<file path="config.mk">
export PLATFORM = sky130hd
export DESIGN_NAME = clock_frame_replacement
export DESIGN_NICKNAME = d
export VERILOG_FILES = /design/src/sv/cfr_pkg.sv /design/src/sv/cfr_flag_store.sv /design/src/sv/cfr_page_store.sv /design/src/sv/cfr_engine.sv /design/src/sv/clock_frame_replacement.sv
export SDC_FILE = /design/constraint.sdc
export NUM_CORES = 2
export LEC_CHECK = 0
export ABC_CLOCK_PERIOD_IN_PS = 17450
export BUFFER_PORTS_ARGS = -buffer_cell sky130_fd_sc_hd__buf_2
export CORE_ASPECT_RATIO = 1.2
export CORE_UTILIZATION = 45
export CTS_CLUSTER_SIZE = 40
export DETAILED_ROUTE_END_ITERATION = 8
export SLEW_MARGIN = 30
export SYNTH_ARGS = -nofsm -noshare
export SYNTH_HDL_FRONTEND = slang
export SYNTH_HIERARCHICAL = 1
export SYNTH_SLANG_ARGS = --single-unit
export TNS_END_PERCENT = 1
</file>
<file path="constraint.sdc">
create_clock -name i_clk -period 17.45 [get_ports i_clk]
set_clock_uncertainty 0.2 [all_clocks]
set_input_delay 2.6175 -clock i_clk [delete_from_list [all_inputs] [get_ports i_clk]]
set_output_delay 2.6175 -clock i_clk [all_outputs]
set_load 0.02 [all_outputs]
</file>
<file path="src/sv/cfr_pkg.sv">
`default_nettype none

package cfr_pkg;

    // Field widths of the request and result streams
    localparam int REQ_W      = 2;
    localparam int IDX_W      = 6;
    localparam int PAGE_W     = 36;
    localparam int POOL_W     = 7;
    localparam int STATUS_W   = 2;
    localparam int S_TDATA_W  = 48;
    localparam int M_TDATA_W  = 48;

    // Defaults
    localparam int FRAMES_DEF      = 64;
    localparam int POOL_RESET_INT  = 64;
    localparam logic [POOL_W-1:0] POOL_RESET = POOL_W'(POOL_RESET_INT);

    typedef enum logic [REQ_W-1:0] {
        REQ_ALLOC   = 2'd0,
        REQ_UNPIN   = 2'd1,
        REQ_ACCESS  = 2'd2,
        REQ_RELEASE = 2'd3
    } t_req;

    typedef enum logic [STATUS_W-1:0] {
        STS_OK         = 2'd0,
        STS_ALL_PINNED = 2'd1,
        STS_BAD_FRAME  = 2'd2
    } t_status;

    typedef enum logic [2:0] {
        S_IDLE,
        S_SCAN_RD,
        S_SCAN_EV,
        S_SWEEP_RD,
        S_SWEEP_EV,
        S_OP_RD,
        S_OP_EV,
        S_DONE
    } t_state;

    // Per-frame bookkeeping held in the flag memory
    typedef struct packed {
        logic used;
        logic pinned;
        logic accessed;
    } t_flags;

    typedef struct packed {
        t_status             status;
        logic                evicted;
        logic [PAGE_W-1:0]   page;
        logic [IDX_W-1:0]    frame;
    } t_result;

endpackage

`default_nettype wire

</file>
<file path="src/sv/cfr_flag_store.sv">
`default_nettype none

module cfr_flag_store #(
    parameter int FRAMES = cfr_pkg::FRAMES_DEF
) (
    input  wire logic                   i_clk,
    input  wire logic                   i_rst_n,
    input  wire logic [$clog2(FRAMES)-1:0] i_rd_addr,
    output cfr_pkg::t_flags             o_rd_data,
    input  wire logic                   i_we,
    input  wire logic [$clog2(FRAMES)-1:0] i_wr_addr,
    input  cfr_pkg::t_flags             i_wr_data,
    output logic                        o_busy
);

    localparam int FW = $clog2(FRAMES);

    cfr_pkg::t_flags r_mem [FRAMES];
    cfr_pkg::t_flags r_rd_data;
    logic            r_clr_busy;
    logic [FW-1:0]   r_clr_addr;

    logic            w_we;
    logic [FW-1:0]   w_addr;
    cfr_pkg::t_flags w_data;

    // Clearing pass takes the write port after reset
    always_comb begin
        w_we   = r_clr_busy | i_we;
        w_addr = r_clr_busy ? r_clr_addr : i_wr_addr;
        w_data = r_clr_busy ? cfr_pkg::t_flags'('0) : i_wr_data;
    end

    // Sweep every entry to zero, one per cycle
    always_ff @(posedge i_clk) begin
        if (!i_rst_n) begin
            r_clr_busy <= 1'b1;
            r_clr_addr <= '0;
        end else if (r_clr_busy) begin
            r_clr_addr <= r_clr_addr + FW'(1);
            if (r_clr_addr == FW'(FRAMES - 1)) begin
                r_clr_busy <= 1'b0;
            end
        end
    end

    // Write and registered read
    always_ff @(posedge i_clk) begin
        if (w_we) begin
            r_mem[w_addr] <= w_data;
        end
        r_rd_data <= r_mem[i_rd_addr];
    end

    assign o_rd_data = r_rd_data;
    assign o_busy    = r_clr_busy;

endmodule

`default_nettype wire

</file>
<file path="src/sv/cfr_page_store.sv">
`default_nettype none

module cfr_page_store #(
    parameter int FRAMES = cfr_pkg::FRAMES_DEF
) (
    input  wire logic                        i_clk,
    input  wire logic [$clog2(FRAMES)-1:0]   i_rd_addr,
    output logic [cfr_pkg::PAGE_W-1:0]       o_rd_data,
    input  wire logic                        i_we,
    input  wire logic [$clog2(FRAMES)-1:0]   i_wr_addr,
    input  wire logic [cfr_pkg::PAGE_W-1:0]  i_wr_data
);

    logic [cfr_pkg::PAGE_W-1:0] r_mem [FRAMES];
    logic [cfr_pkg::PAGE_W-1:0] r_rd_data;

    // Page numbers per frame, one write and one registered read
    always_ff @(posedge i_clk) begin
        if (i_we) begin
            r_mem[i_wr_addr] <= i_wr_data;
        end
        r_rd_data <= r_mem[i_rd_addr];
    end

    assign o_rd_data = r_rd_data;

endmodule

`default_nettype wire

</file>
<file path="src/sv/cfr_engine.sv">
`default_nettype none

module cfr_engine #(
    parameter int FRAMES = cfr_pkg::FRAMES_DEF
) (
    input  wire logic                        i_clk,
    input  wire logic                        i_rst_n,
    input  wire logic [((cfr_pkg::POOL_W > $clog2(FRAMES + 1)) ?
                        cfr_pkg::POOL_W : $clog2(FRAMES + 1))-1:0] i_pool,
    input  wire logic                        i_busy,
    // Request side
    input  wire logic                        i_in_valid,
    output logic                             o_in_ready,
    input  wire logic [cfr_pkg::REQ_W-1:0]   i_req,
    input  wire logic [cfr_pkg::IDX_W-1:0]   i_idx,
    input  wire logic [cfr_pkg::PAGE_W-1:0]  i_page,
    // Flag memory
    output logic [$clog2(FRAMES)-1:0]        o_addr,
    input  cfr_pkg::t_flags                  i_flags,
    output logic                             o_flag_we,
    output cfr_pkg::t_flags                  o_flag_wd,
    // Page memory
    input  wire logic [cfr_pkg::PAGE_W-1:0]  i_page_rd,
    output logic                             o_page_we,
    output logic [cfr_pkg::PAGE_W-1:0]       o_page_wd,
    // Result side
    output logic                             o_res_valid,
    input  wire logic                        i_res_ready,
    output cfr_pkg::t_result                 o_res
);

    localparam int FW = $clog2(FRAMES);
    localparam int CW = (cfr_pkg::POOL_W > $clog2(FRAMES + 1)) ?
                        cfr_pkg::POOL_W : $clog2(FRAMES + 1);
    localparam int HAND_RST = ((cfr_pkg::POOL_RESET_INT < FRAMES) ?
                               cfr_pkg::POOL_RESET_INT : FRAMES) - 1;

    cfr_pkg::t_state  r_state, n_state;
    cfr_pkg::t_req    r_req, n_req;
    logic [cfr_pkg::IDX_W-1:0]  r_idx, n_idx;
    logic [cfr_pkg::PAGE_W-1:0] r_page, n_page;
    logic [FW-1:0]    r_pos, n_pos;
    logic [FW-1:0]    r_hand, n_hand;
    logic             r_any, n_any;
    cfr_pkg::t_result r_res, n_res;
    cfr_pkg::t_result r_out, n_out;
    logic             r_out_valid, n_out_valid;

    logic [FW-1:0]    w_next_pos;
    logic [FW-1:0]    w_next_hand;
    logic             w_any;
    logic             w_scan_last;

    // Advance a frame position with wraparound at the pool end
    function automatic logic [FW-1:0] f_advance(input logic [FW-1:0] pos,
                                                input logic [CW-1:0] pool);
        logic [CW-1:0] sum;
        sum = CW'(pos) + CW'(1);
        if (sum >= pool) begin
            return '0;
        end
        return FW'(sum);
    endfunction

    always_comb begin
        w_next_pos  = f_advance(r_pos, i_pool);
        w_next_hand = f_advance(r_hand, i_pool);
        w_any       = r_any | ~i_flags.pinned;
        w_scan_last = (CW'(r_pos) + CW'(1)) >= i_pool;
    end

    // Both memories are addressed by the current position
    assign o_addr    = r_pos;
    assign o_page_wd = r_page;

    // Next state and memory writes
    always_comb begin
        n_state     = r_state;
        n_req       = r_req;
        n_idx       = r_idx;
        n_page      = r_page;
        n_pos       = r_pos;
        n_hand      = r_hand;
        n_any       = r_any;
        n_res       = r_res;
        n_out       = r_out;
        n_out_valid = r_out_valid & ~i_res_ready;
        o_in_ready  = 1'b0;
        o_flag_we   = 1'b0;
        o_flag_wd   = '0;
        o_page_we   = 1'b0;

        case (r_state)
            cfr_pkg::S_IDLE: begin
                o_in_ready = ~i_busy;
                if (i_in_valid && !i_busy) begin
                    n_req  = cfr_pkg::t_req'(i_req);
                    n_idx  = i_idx;
                    n_page = i_page;
                    n_any  = 1'b0;
                    if (cfr_pkg::t_req'(i_req) == cfr_pkg::REQ_ALLOC) begin
                        n_pos   = '0;
                        n_state = cfr_pkg::S_SCAN_RD;
                    end else if (CW'(i_idx) >= i_pool) begin
                        n_res   = '{status: cfr_pkg::STS_BAD_FRAME, evicted: 1'b0,
                                    page: '0, frame: i_idx};
                        n_state = cfr_pkg::S_DONE;
                    end else begin
                        n_pos   = FW'(i_idx);
                        n_state = cfr_pkg::S_OP_RD;
                    end
                end
            end

            cfr_pkg::S_SCAN_RD: begin
                n_state = cfr_pkg::S_SCAN_EV;
            end

            // Take the lowest free frame, else note any unpinned one
            cfr_pkg::S_SCAN_EV: begin
                if (!i_flags.used) begin
                    o_flag_we = 1'b1;
                    o_flag_wd = '{used: 1'b1, pinned: 1'b1, accessed: 1'b0};
                    o_page_we = 1'b1;
                    n_res     = '{status: cfr_pkg::STS_OK, evicted: 1'b0, page: '0,
                                  frame: cfr_pkg::IDX_W'(r_pos)};
                    n_state   = cfr_pkg::S_DONE;
                end else begin
                    n_any = w_any;
                    if (w_scan_last) begin
                        if (w_any) begin
                            n_pos   = w_next_hand;
                            n_state = cfr_pkg::S_SWEEP_RD;
                        end else begin
                            n_res   = '{status: cfr_pkg::STS_ALL_PINNED, evicted: 1'b0,
                                        page: '0, frame: '0};
                            n_state = cfr_pkg::S_DONE;
                        end
                    end else begin
                        n_pos   = r_pos + FW'(1);
                        n_state = cfr_pkg::S_SCAN_RD;
                    end
                end
            end

            cfr_pkg::S_SWEEP_RD: begin
                n_state = cfr_pkg::S_SWEEP_EV;
            end

            // Skip pinned frames, give a second chance to accessed ones
            cfr_pkg::S_SWEEP_EV: begin
                n_hand = r_pos;
                if (i_flags.pinned) begin
                    n_pos   = w_next_pos;
                    n_state = cfr_pkg::S_SWEEP_RD;
                end else if (i_flags.accessed) begin
                    o_flag_we = 1'b1;
                    o_flag_wd = '{used: 1'b1, pinned: 1'b0, accessed: 1'b0};
                    n_pos     = w_next_pos;
                    n_state   = cfr_pkg::S_SWEEP_RD;
                end else begin
                    o_flag_we = 1'b1;
                    o_flag_wd = '{used: 1'b1, pinned: 1'b1, accessed: 1'b0};
                    o_page_we = 1'b1;
                    n_res     = '{status: cfr_pkg::STS_OK, evicted: 1'b1,
                                  page: i_page_rd, frame: cfr_pkg::IDX_W'(r_pos)};
                    n_state   = cfr_pkg::S_DONE;
                end
            end

            cfr_pkg::S_OP_RD: begin
                n_state = cfr_pkg::S_OP_EV;
            end

            // Unpin, mark accessed or release a frame in use
            cfr_pkg::S_OP_EV: begin
                if (!i_flags.used) begin
                    n_res = '{status: cfr_pkg::STS_BAD_FRAME, evicted: 1'b0,
                              page: '0, frame: r_idx};
                end else begin
                    o_flag_we = 1'b1;
                    case (r_req)
                        cfr_pkg::REQ_UNPIN: begin
                            o_flag_wd = '{used: 1'b1, pinned: 1'b0,
                                          accessed: i_flags.accessed};
                        end
                        cfr_pkg::REQ_ACCESS: begin
                            o_flag_wd = '{used: 1'b1, pinned: i_flags.pinned,
                                          accessed: 1'b1};
                        end
                        default: begin
                            o_flag_wd = '0;
                        end
                    endcase
                    n_res = '{status: cfr_pkg::STS_OK, evicted: 1'b0,
                              page: '0, frame: r_idx};
                end
                n_state = cfr_pkg::S_DONE;
            end

            // Hold the result until the output register is free
            cfr_pkg::S_DONE: begin
                if (!r_out_valid || i_res_ready) begin
                    n_out       = r_res;
                    n_out_valid = 1'b1;
                    n_state     = cfr_pkg::S_IDLE;
                end
            end

            default: begin
                n_state = cfr_pkg::S_IDLE;
            end
        endcase
    end

    always_ff @(posedge i_clk) begin
        if (!i_rst_n) begin
            r_state     <= cfr_pkg::S_IDLE;
            r_hand      <= FW'(HAND_RST);
            r_out_valid <= 1'b0;
        end else begin
            r_state     <= n_state;
            r_hand      <= n_hand;
            r_out_valid <= n_out_valid;
        end
    end

    always_ff @(posedge i_clk) begin
        r_req  <= n_req;
        r_idx  <= n_idx;
        r_page <= n_page;
        r_pos  <= n_pos;
        r_any  <= n_any;
        r_res  <= n_res;
        r_out  <= n_out;
    end

    assign o_res_valid = r_out_valid;
    assign o_res       = r_out;

`ifndef SYNTHESIS
    a_scan_in_pool: assert property (@(posedge i_clk) disable iff (!i_rst_n)
        (r_state == cfr_pkg::S_SCAN_RD) |-> (CW'(r_pos) < i_pool))
        else $error("free-frame scan left the pool");

    a_sweep_in_pool: assert property (@(posedge i_clk) disable iff (!i_rst_n)
        (r_state == cfr_pkg::S_SWEEP_RD) |-> (CW'(r_pos) < i_pool))
        else $error("clock hand left the pool");

    a_busy_idle: assert property (@(posedge i_clk) disable iff (!i_rst_n)
        i_busy |-> (r_state == cfr_pkg::S_IDLE && !o_in_ready))
        else $error("request taken during flag clearing");

    a_evict_alloc: assert property (@(posedge i_clk) disable iff (!i_rst_n)
        (r_state == cfr_pkg::S_DONE && r_res.evicted) |->
        (r_req == cfr_pkg::REQ_ALLOC && r_res.status == cfr_pkg::STS_OK))
        else $error("eviction reported outside a successful allocate");
`endif

endmodule

`default_nettype wire

</file>
<file path="src/sv/clock_frame_replacement.sv">
// Unpin, mark accessed, release: states OP_RD, OP_EV and DONE, then the output register; a frame
// outside the pool goes straight to DONE. The next request is taken once the engine is back in idle.
// Allocate: a SCAN_RD/SCAN_EV pair per frame read by the free-frame scan, then a SWEEP_RD/SWEEP_EV
// pair per frame stepped by the clock hand (at most two laps), then DONE and the output register.
// Reset: synchronous, active low; then a clearing pass zeroes the flag memory with
// s_axis_tready low. Page numbers are not cleared.
`default_nettype none

module clock_frame_replacement #(
    parameter int FRAMES = cfr_pkg::FRAMES_DEF
) (
    input  wire logic                          i_clk,
    input  wire logic                          i_rst_n,
    // Configuration: pool_frames
    input  wire logic                          i_cfg_we,
    input  wire logic [cfr_pkg::POOL_W-1:0]    i_cfg_wdata,
    // Request stream
    input  wire logic                          s_axis_tvalid,
    output logic                               s_axis_tready,
    input  wire logic [cfr_pkg::S_TDATA_W-1:0] s_axis_tdata,  // frame_index[5:0], page_number[41:6]
    input  wire logic [cfr_pkg::REQ_W-1:0]     s_axis_tuser,  // req_type[1:0]
    // Result stream
    output logic                               m_axis_tvalid,
    input  wire logic                          m_axis_tready,
    output logic [cfr_pkg::M_TDATA_W-1:0]      m_axis_tdata,  // frame_out[5:0], evicted[6],
                                                              // evicted_page[42:7]
    output logic [cfr_pkg::STATUS_W-1:0]       m_axis_tuser   // status[1:0]
);

    localparam int FW = $clog2(FRAMES);
    localparam int CW = (cfr_pkg::POOL_W > $clog2(FRAMES + 1)) ?
                        cfr_pkg::POOL_W : $clog2(FRAMES + 1);
    localparam int PAD_W = cfr_pkg::M_TDATA_W - cfr_pkg::IDX_W - 1 - cfr_pkg::PAGE_W;

    logic [cfr_pkg::POOL_W-1:0] r_pool_cfg;
    logic [CW-1:0]              w_pool;

    logic [FW-1:0]              w_addr;
    cfr_pkg::t_flags            w_flags_rd;
    logic                       w_flag_we;
    cfr_pkg::t_flags            w_flag_wd;
    logic                       w_busy;
    logic [cfr_pkg::PAGE_W-1:0] w_page_rd;
    logic                       w_page_we;
    logic [cfr_pkg::PAGE_W-1:0] w_page_wd;
    cfr_pkg::t_result           w_res;

    // Pool size register
    always_ff @(posedge i_clk) begin
        if (!i_rst_n) begin
            r_pool_cfg <= cfr_pkg::POOL_RESET;
        end else if (i_cfg_we) begin
            r_pool_cfg <= i_cfg_wdata;
        end
    end

    // Clamp the pool to 1..FRAMES
    always_comb begin
        w_pool = CW'(r_pool_cfg);
        if (r_pool_cfg == '0) begin
            w_pool = CW'(1);
        end else if (CW'(r_pool_cfg) > CW'(FRAMES)) begin
            w_pool = CW'(FRAMES);
        end
    end

    cfr_flag_store #(.FRAMES(FRAMES)) u_flags (
        .i_clk     (i_clk),
        .i_rst_n   (i_rst_n),
        .i_rd_addr (w_addr),
        .o_rd_data (w_flags_rd),
        .i_we      (w_flag_we),
        .i_wr_addr (w_addr),
        .i_wr_data (w_flag_wd),
        .o_busy    (w_busy)
    );

    cfr_page_store #(.FRAMES(FRAMES)) u_pages (
        .i_clk     (i_clk),
        .i_rd_addr (w_addr),
        .o_rd_data (w_page_rd),
        .i_we      (w_page_we),
        .i_wr_addr (w_addr),
        .i_wr_data (w_page_wd)
    );

    cfr_engine #(.FRAMES(FRAMES)) u_engine (
        .i_clk       (i_clk),
        .i_rst_n     (i_rst_n),
        .i_pool      (w_pool),
        .i_busy      (w_busy),
        .i_in_valid  (s_axis_tvalid),
        .o_in_ready  (s_axis_tready),
        .i_req       (s_axis_tuser),
        .i_idx       (s_axis_tdata[cfr_pkg::IDX_W-1:0]),
        .i_page      (s_axis_tdata[cfr_pkg::IDX_W +: cfr_pkg::PAGE_W]),
        .o_addr      (w_addr),
        .i_flags     (w_flags_rd),
        .o_flag_we   (w_flag_we),
        .o_flag_wd   (w_flag_wd),
        .i_page_rd   (w_page_rd),
        .o_page_we   (w_page_we),
        .o_page_wd   (w_page_wd),
        .o_res_valid (m_axis_tvalid),
        .i_res_ready (m_axis_tready),
        .o_res       (w_res)
    );

    // Pack the result
    assign m_axis_tdata = {{PAD_W{1'b0}}, w_res.page, w_res.evicted, w_res.frame};
    assign m_axis_tuser = w_res.status;

endmodule

`default_nettype wire

</file>
[Word-level counts from Yosys, hierarchy flattened]
Memories as Yosys holds them, arrays and structs flattened. A register that Yosys moved wholly into a read port is not among the register bits.
Index checks and enable logic that the tools add are counted.
W data, S select, Z words.
Word-level totals
  register bits after elaboration: 165
  bits of input ports: 62
  memory bits (writable): 2496
  output and inout port bits: 52
  logic and storage cells: 137
  memories kept: 2
Operators by class
  $add $sub $neg: 4
  bitwise operators: 6
  mux-type cells: 64
  reductions and logical operators: 16
  magnitude comparators: 4
  eq/ne operators: 22
Memory list
  u_pages.r_mem: words 64, bits a word 36, rd ports 1, clocked after memory_dff 1, write ports 1, line cfr_page_store.sv:14  | logic [cfr_pkg::PAGE_W-1:0] r_mem [FRAMES];
  u_flags.r_mem: words 64, bits a word 3, rd ports 1, clocked after memory_dff 1, write ports 1, line cfr_flag_store.sv:18  | cfr_pkg::t_flags r_mem [FRAMES];
Operator list (number)
  $mux W45: 9
  $pmux W45 S4: 1
  $mux W6: 13
  $mux W3: 12
  $pmux W3 S8: 1
  $mux W1: 18
  $pmux W6 S3: 1
  $add A6 B1 Y7 const B: 2
  $ge A7 B7 Y1: 2
  $mux W7: 2
  $add A6 B1 Y6 const B: 2
  $eq A3 B3 Y1 const B: 4
  $ne A3 B2 Y1 const B: 3
  $pmux W3 S3: 1
  $ne A2 B2 Y1 const B: 4
  $reduce_and A8 Y1: 1
  $ge A6 B7 Y1: 1
  $gt A7 B7 Y1 const B: 1
  $logic_not A7 Y1: 1
  $eq A3 B2 Y1 const B: 2
  $eq A6 B6 Y1 const B: 1
  $ne A2 B1 Y1 const B: 3
  $ne A3 B3 Y1 const B: 2
  $pmux W3 S2: 1
  other kinds (20): 28

[Logic depth before layout (Yosys ltp)]
  depth after elaboration: 10
  gate-level depth with buffers: 10
  depth with buffers taken out: 9

[Modules after synthesis]
The synthesis kept the hierarchy.
Modules (own cells, without submodules)
  cfr_page_store: sequential area each 69907.0 um^2, times used 1, cells each 3780, area each 87973.1 um^2
  cfr_flag_store: sequential area each 5965.7 um^2, times used 1, cells each 477, area each 8262.9 um^2
  cfr_engine: sequential area each 4434.3 um^2, times used 1, cells each 424, area each 6168.4 um^2
  clock_frame_replacement: sequential area each 140.1 um^2, times used 1, cells each 37, area each 361.6 um^2

[Worst setup path after synthesis]
No wires, ideal clock.
  path kind: input to register
  start point: in s_axis_tdata[0] (netlist name)
  end point: reg u_engine/r_res[0] (netlist name), enable pin
  library setup time: 575 ps
  buffers on the path: 0
  data required time: 16675 ps
  stages on the path: 7
  path slack: 8635 ps
  data arrival time: 8040 ps
  path through: inv_1 ha_1 nand2b_1 a211oi_1 o21ai_0 a21oi_1 nor4b_1
Between the ends
  longest elaborated chain between the ends: 3
RTL lines
  from (decl): line clock_frame_replacement.sv:20  | input wire logic [cfr_pkg::S_TDATA_W-1:0] s_axis_tdata,
  $ge A6 B7 Y1: line cfr_engine.sv:104  | end else if (CW'(i_idx) >= i_pool) begin
  $ne A2 B1 Y1 (no source line)
  $reduce_and A8 Y1 (no source line)
  to (signal assigned): line cfr_engine.sv:234  | r_res <= n_res;
  to (decl): line cfr_engine.sv:45  | cfr_pkg::t_result r_res, n_res;
Every way passes these cells.
A chain may end at the register's enable or synchronous reset.

==> impl_metrics.prom <==
# TYPE chip_impl_metric gauge
chip_impl_info{name="outcome",value="complete, no violations"} 1
chip_impl_metric{name="clockBufferDepth",unit=""} 4
chip_impl_metric{name="via_per_inst",unit=""} 6.10
chip_impl_metric{name="maximum_number_of_pins_on_one_net_before_global_route_repair",unit=""} 129
chip_impl_info{name="synth_area_leader_cell",value="sky130_fd_sc_hd__edfxtp_1"} 1
chip_impl_metric{name="synth_simple_gate_area_frac",unit=""} 0.0269
chip_impl_metric{name="synth_xor_area_frac",unit=""} 0.00111
chip_impl_metric{name="number_of_i_o_port_buffers",unit=""} 102
chip_impl_metric{name="cts-hold-fix-buffers",unit=""} 0
chip_impl_metric{name="asyncSetResetFlopFracSynth",unit=""} 0
chip_impl_info{name="crit_path_start",value="u_engine/o_addr[0]"} 1
chip_impl_metric{name="place_hpwl",unit="um"} 144000
chip_impl_metric{name="placementRows",unit=""} 191
chip_impl_metric{name="final.setup.tns",unit="ns"} 0
chip_impl_metric{name="grt_pass1_wl",unit="um"} 374000
chip_impl_metric{name="post_synth_fa_ha_maj_area_fraction",unit=""} 0.00304
chip_impl_metric{name="share_of_post_route_cells_with_drive_strength_above_1",unit=""} 0.264
chip_impl_metric{name="hold_viol",unit=""} 0
chip_impl_metric{name="final_net_count",unit=""} 5125
chip_impl_metric{name="total_number_of_vias",unit=""} 50287
chip_impl_metric{name="peakVddDrop",unit="mV"} 0.133
chip_impl_info{name="startpoint_type",value="flip-flop"} 1
chip_impl_metric{name="number_of_nets_still_failing_antenna_checks_after_routing",unit=""} 0
chip_impl_metric{name="yosysSeqAreaShare",unit=""} 0.783
chip_impl_info{name="worst_hold_path_type",value="flip-flop to flip-flop"} 1
chip_impl_metric{name="drv_cap",unit=""} 0
chip_impl_metric{name="worst_slack",unit="ns"} 11.83
chip_impl_metric{name="critPathArrivalTime",unit="ns"} 6.28
chip_impl_info{name="timing.critical_path.max_delay_family",value="buffers and inverters"} 1
chip_impl_info{name="critical_path.cell_chain",value="buf_4 > buf_4 > buf_4 > buf_4 > buf_12 > buf_6 > mux4_2 > o22ai_1 > nor4_2 > o22a_1"} 1
chip_impl_metric{name="cell_count_after_synthesis",unit=""} 4718
chip_impl_info{name="tritoncts",value="built"} 1
chip_impl_metric{name="synthesis.area",unit="mm^2"} 0.103
chip_impl_metric{name="cts-htree-levels",unit=""} 5
chip_impl_info{name="critical-path-slowest-cell",value="sky130_fd_sc_hd__nor4_2"} 1
chip_impl_metric{name="avgRoutedWirePerCell",unit="um"} 32.4
chip_impl_metric{name="layout_worst_path_cycle_share",unit=""} 0.322
chip_impl_info{name="yosys.cell_count.top_type",value="sky130_fd_sc_hd__edfxtp_1"} 1
chip_impl_metric{name="critPathRequiredTime",unit="ns"} 18.11
chip_impl_metric{name="initial_utilization",unit=""} 0.454
chip_impl_metric{name="synth_cell_type_count",unit=""} 67
chip_impl_metric{name="slew_violations",unit=""} 0
chip_impl_metric{name="setup_viol_count_final",unit=""} 0
chip_impl_metric{name="totalWireLength",unit="um"} 267000
chip_impl_metric{name="static-leakage-power",unit="uW"} 0.0367
chip_impl_metric{name="top_achievable_clock_speed",unit="GHz"} 0.178
chip_impl_metric{name="netlist.area_leader.share",unit=""} 0.771
chip_impl_metric{name="die-area",unit="mm^2"} 0.230
chip_impl_metric{name="global_route.usage.total",unit=""} 0.230
chip_impl_metric{name="critical_path_buf_inv_count",unit=""} 6
chip_impl_metric{name="tightest_slew",unit="ns"} 1.06
chip_impl_metric{name="grt_antenna_before_repair",unit=""} 18
chip_impl_metric{name="drc_errors",unit=""} 0
chip_impl_info{name="cts-root-buf",value="sky130_fd_sc_hd__clkbuf_16"} 1
chip_impl_info{name="reg2reg_from",value="u_engine/o_addr[0]"} 1
chip_impl_info{name="cp-end-kind",value="flip-flop"} 1
chip_impl_metric{name="cts_repair_resize_count",unit=""} 0
chip_impl_metric{name="area_delta_synth_final",unit="%"} 13.6
chip_impl_metric{name="die_y",unit="um"} 525
chip_impl_metric{name="post_synthesis_compound_gate_area_fraction",unit=""} 0.0305
chip_impl_metric{name="routabilityCongestion",unit=""} 0.814
chip_impl_info{name="ys_top_cells_by_area",value="sky130_fd_sc_hd__edfxtp_1 (77%), sky130_fd_sc_hd__mux4_2 (13%), sky130_fd_sc_hd__dfxtp_1 (1.2%)"} 1
chip_impl_info{name="timing.hold.worst.start",value="u_engine/r_res[12]"} 1
chip_impl_metric{name="number_of_enable_flip_flop_cells_after_synthesis",unit=""} 2637
chip_impl_metric{name="io-pin-count",unit=""} 114
chip_impl_metric{name="synth_seq_cells",unit=""} 2700
chip_impl_metric{name="die_w",unit="um"} 438
chip_impl_metric{name="vias_in_the_first_global_route",unit=""} 50572
chip_impl_info{name="synthFlopType",value="sky130_fd_sc_hd__edfxtp_1"} 1
chip_impl_metric{name="firstDrtPassIters",unit=""} 5
chip_impl_metric{name="grt_remaining_overflow",unit=""} 0
chip_impl_metric{name="clock_insertion_delay_worst_skew",unit="ns"} 0.92
chip_impl_metric{name="dr.first_iter.drc_count",unit=""} 5623
chip_impl_metric{name="timing.max_slew.rel_slack",unit=""} 0.292
chip_impl_metric{name="cts_buffers",unit=""} 290
chip_impl_metric{name="synth.avg_cell_area",unit="um^2"} 21.8
chip_impl_info{name="cp_common_cell",value="sky130_fd_sc_hd__buf_4"} 1
chip_impl_metric{name="coreArea",unit="mm^2"} 0.226
chip_impl_metric{name="synth_warnings",unit=""} 6
chip_impl_metric{name="minimum_clock_period_after_layout",unit="ns"} 5.62
chip_impl_metric{name="power_per_cell_area",unit="mW/mm^2"} 150
chip_impl_metric{name="path_max_fanout",unit=""} 46
chip_impl_metric{name="cts_num_sinks",unit=""} 2700
chip_impl_info{name="rsz0062_at_grt",value="false"} 1
chip_impl_metric{name="place_ws",unit="ns"} 11.38
chip_impl_metric{name="clk_pin_slew",unit="ns"} 0.06
chip_impl_info{name="synth_commonest_cells",value="sky130_fd_sc_hd__edfxtp_1 (2637), sky130_fd_sc_hd__mux4_2 (603), sky130_fd_sc_hd__nor2_1 (191)"} 1
chip_impl_info{name="main_combinational_cell_family_by_area_after_synthesis",value="multiplexers"} 1
chip_impl_info{name="worst-setup-path-type",value="flip-flop to flip-flop"} 1
chip_impl_metric{name="synthMuxAreaShare",unit=""} 0.142
chip_impl_metric{name="postCtsSetupBuffers",unit=""} 0
chip_impl_metric{name="cpPeakStageDelay",unit="ns"} 0.93
## layer usage
layer | GRT usage | part of all wire | wire length (um)
met5 | 0 | 0.000049 | 13
met4 | 0.0649 | 0.026 | 6880
met3 | 0.0342 | 0.072 | 19100
met2 | 0.389 | 0.51 | 136000
met1 | 0.308 | 0.39 | 105000
## registers in the layout, summed over array words and instances (netlist names), 3 cells and up
name,flops
u_pages/r_mem,2304
u_flags/r_mem,192
u_engine/o_res,45
u_engine/r_res,45
u_engine/o_page_wd,36
u_pages/o_rd_data,36
r_pool_cfg,7
u_engine/o_addr,6
u_engine/r_hand,6
u_engine/r_idx,6
u_flags/r_clr_addr,6
u_engine/r_state,3
u_flags/o_rd_data,3
## worst paths after layout
path                                               to  slack, ns  cells after the start
worst max-delay path            u_pages/o_rd_data[26]      11.83                     10
worst min-delay path               u_engine/o_res[12]       0.21                      0
worst max register to register  u_pages/o_rd_data[26]      11.83                     10
worst min register to register     u_engine/o_res[12]       0.21                      0
## final cells by class
cell class	count	area, um^2
clock inverters	122	983
fillers	17574	110000
diodes	11	27.5
inverters	20	75.1
multi-input cells	1740	21600
flip-flops and latches	2700	80400
clock buffers	368	7850
repair buffers	286	1980
well taps	2991	3740
## placed cells by master, fill, tap and decap left out, drive strengths merged, types with 22 or more instances in the layout
cell type,netlist,final
a22oi,83,83
nand3,66,66
dfxtp,63,63
inv,20,22
o22a,30,30
edfxtp,2637,2637
o22ai,133,133
clkbuf,110,368
clkinv,0,99
buf,152,286
o221ai,39,39
nor2b,62,62
a211oi,44,44
nand2b,30,30
nor2,191,191
nand2,90,90
mux2i,87,87
nor4,28,28
o21ai,22,22
and3,50,50
mux4,603,603
ha,25,25
## metrics by stage
| step | hold WS (ns) | area, um^2 | power (uW) | util | instances |
|---|---|---|---|---|---|
| after global placement | 0.203 | 108000 | 11800 | 0.476 | 7734 |
| after detailed placement | 0.205 | 108000 | 11900 | 0.476 | 7734 |
| after floorplan | 0.200 | 103000 | 10300 | - | 4722 |
| after global routing | 0.219 | 117000 | 18000 | 0.516 | 8231 |
| after CTS | 0.210 | 117000 | 17600 | 0.515 | 8224 |
| final | 0.208 | 117000 | 17500 | 0.516 | 8238 |
## logic make-up (layout without fill, tap and decap cells)
family                   after synthesis  in the layout
buffers and inverters                282            796
other                                  1             16
flip-flops                          2700           2700
adder cells (fa/ha/maj)               25             25
AO/OA/AOI/OAI                        432            432
AND/OR/NAND/NOR                      565            565
XOR/XNOR                              13             13
multiplexers                         700            700
## power breakdown
group / internal, uW / leakage (uW) / switching, uW
registers: 7250 / 0.0245 / 119
logic: 1730 / 0.00788 / 2600
clock network: 3410 / 0.00433 / 2390
(Power assumes the default switching activity.)
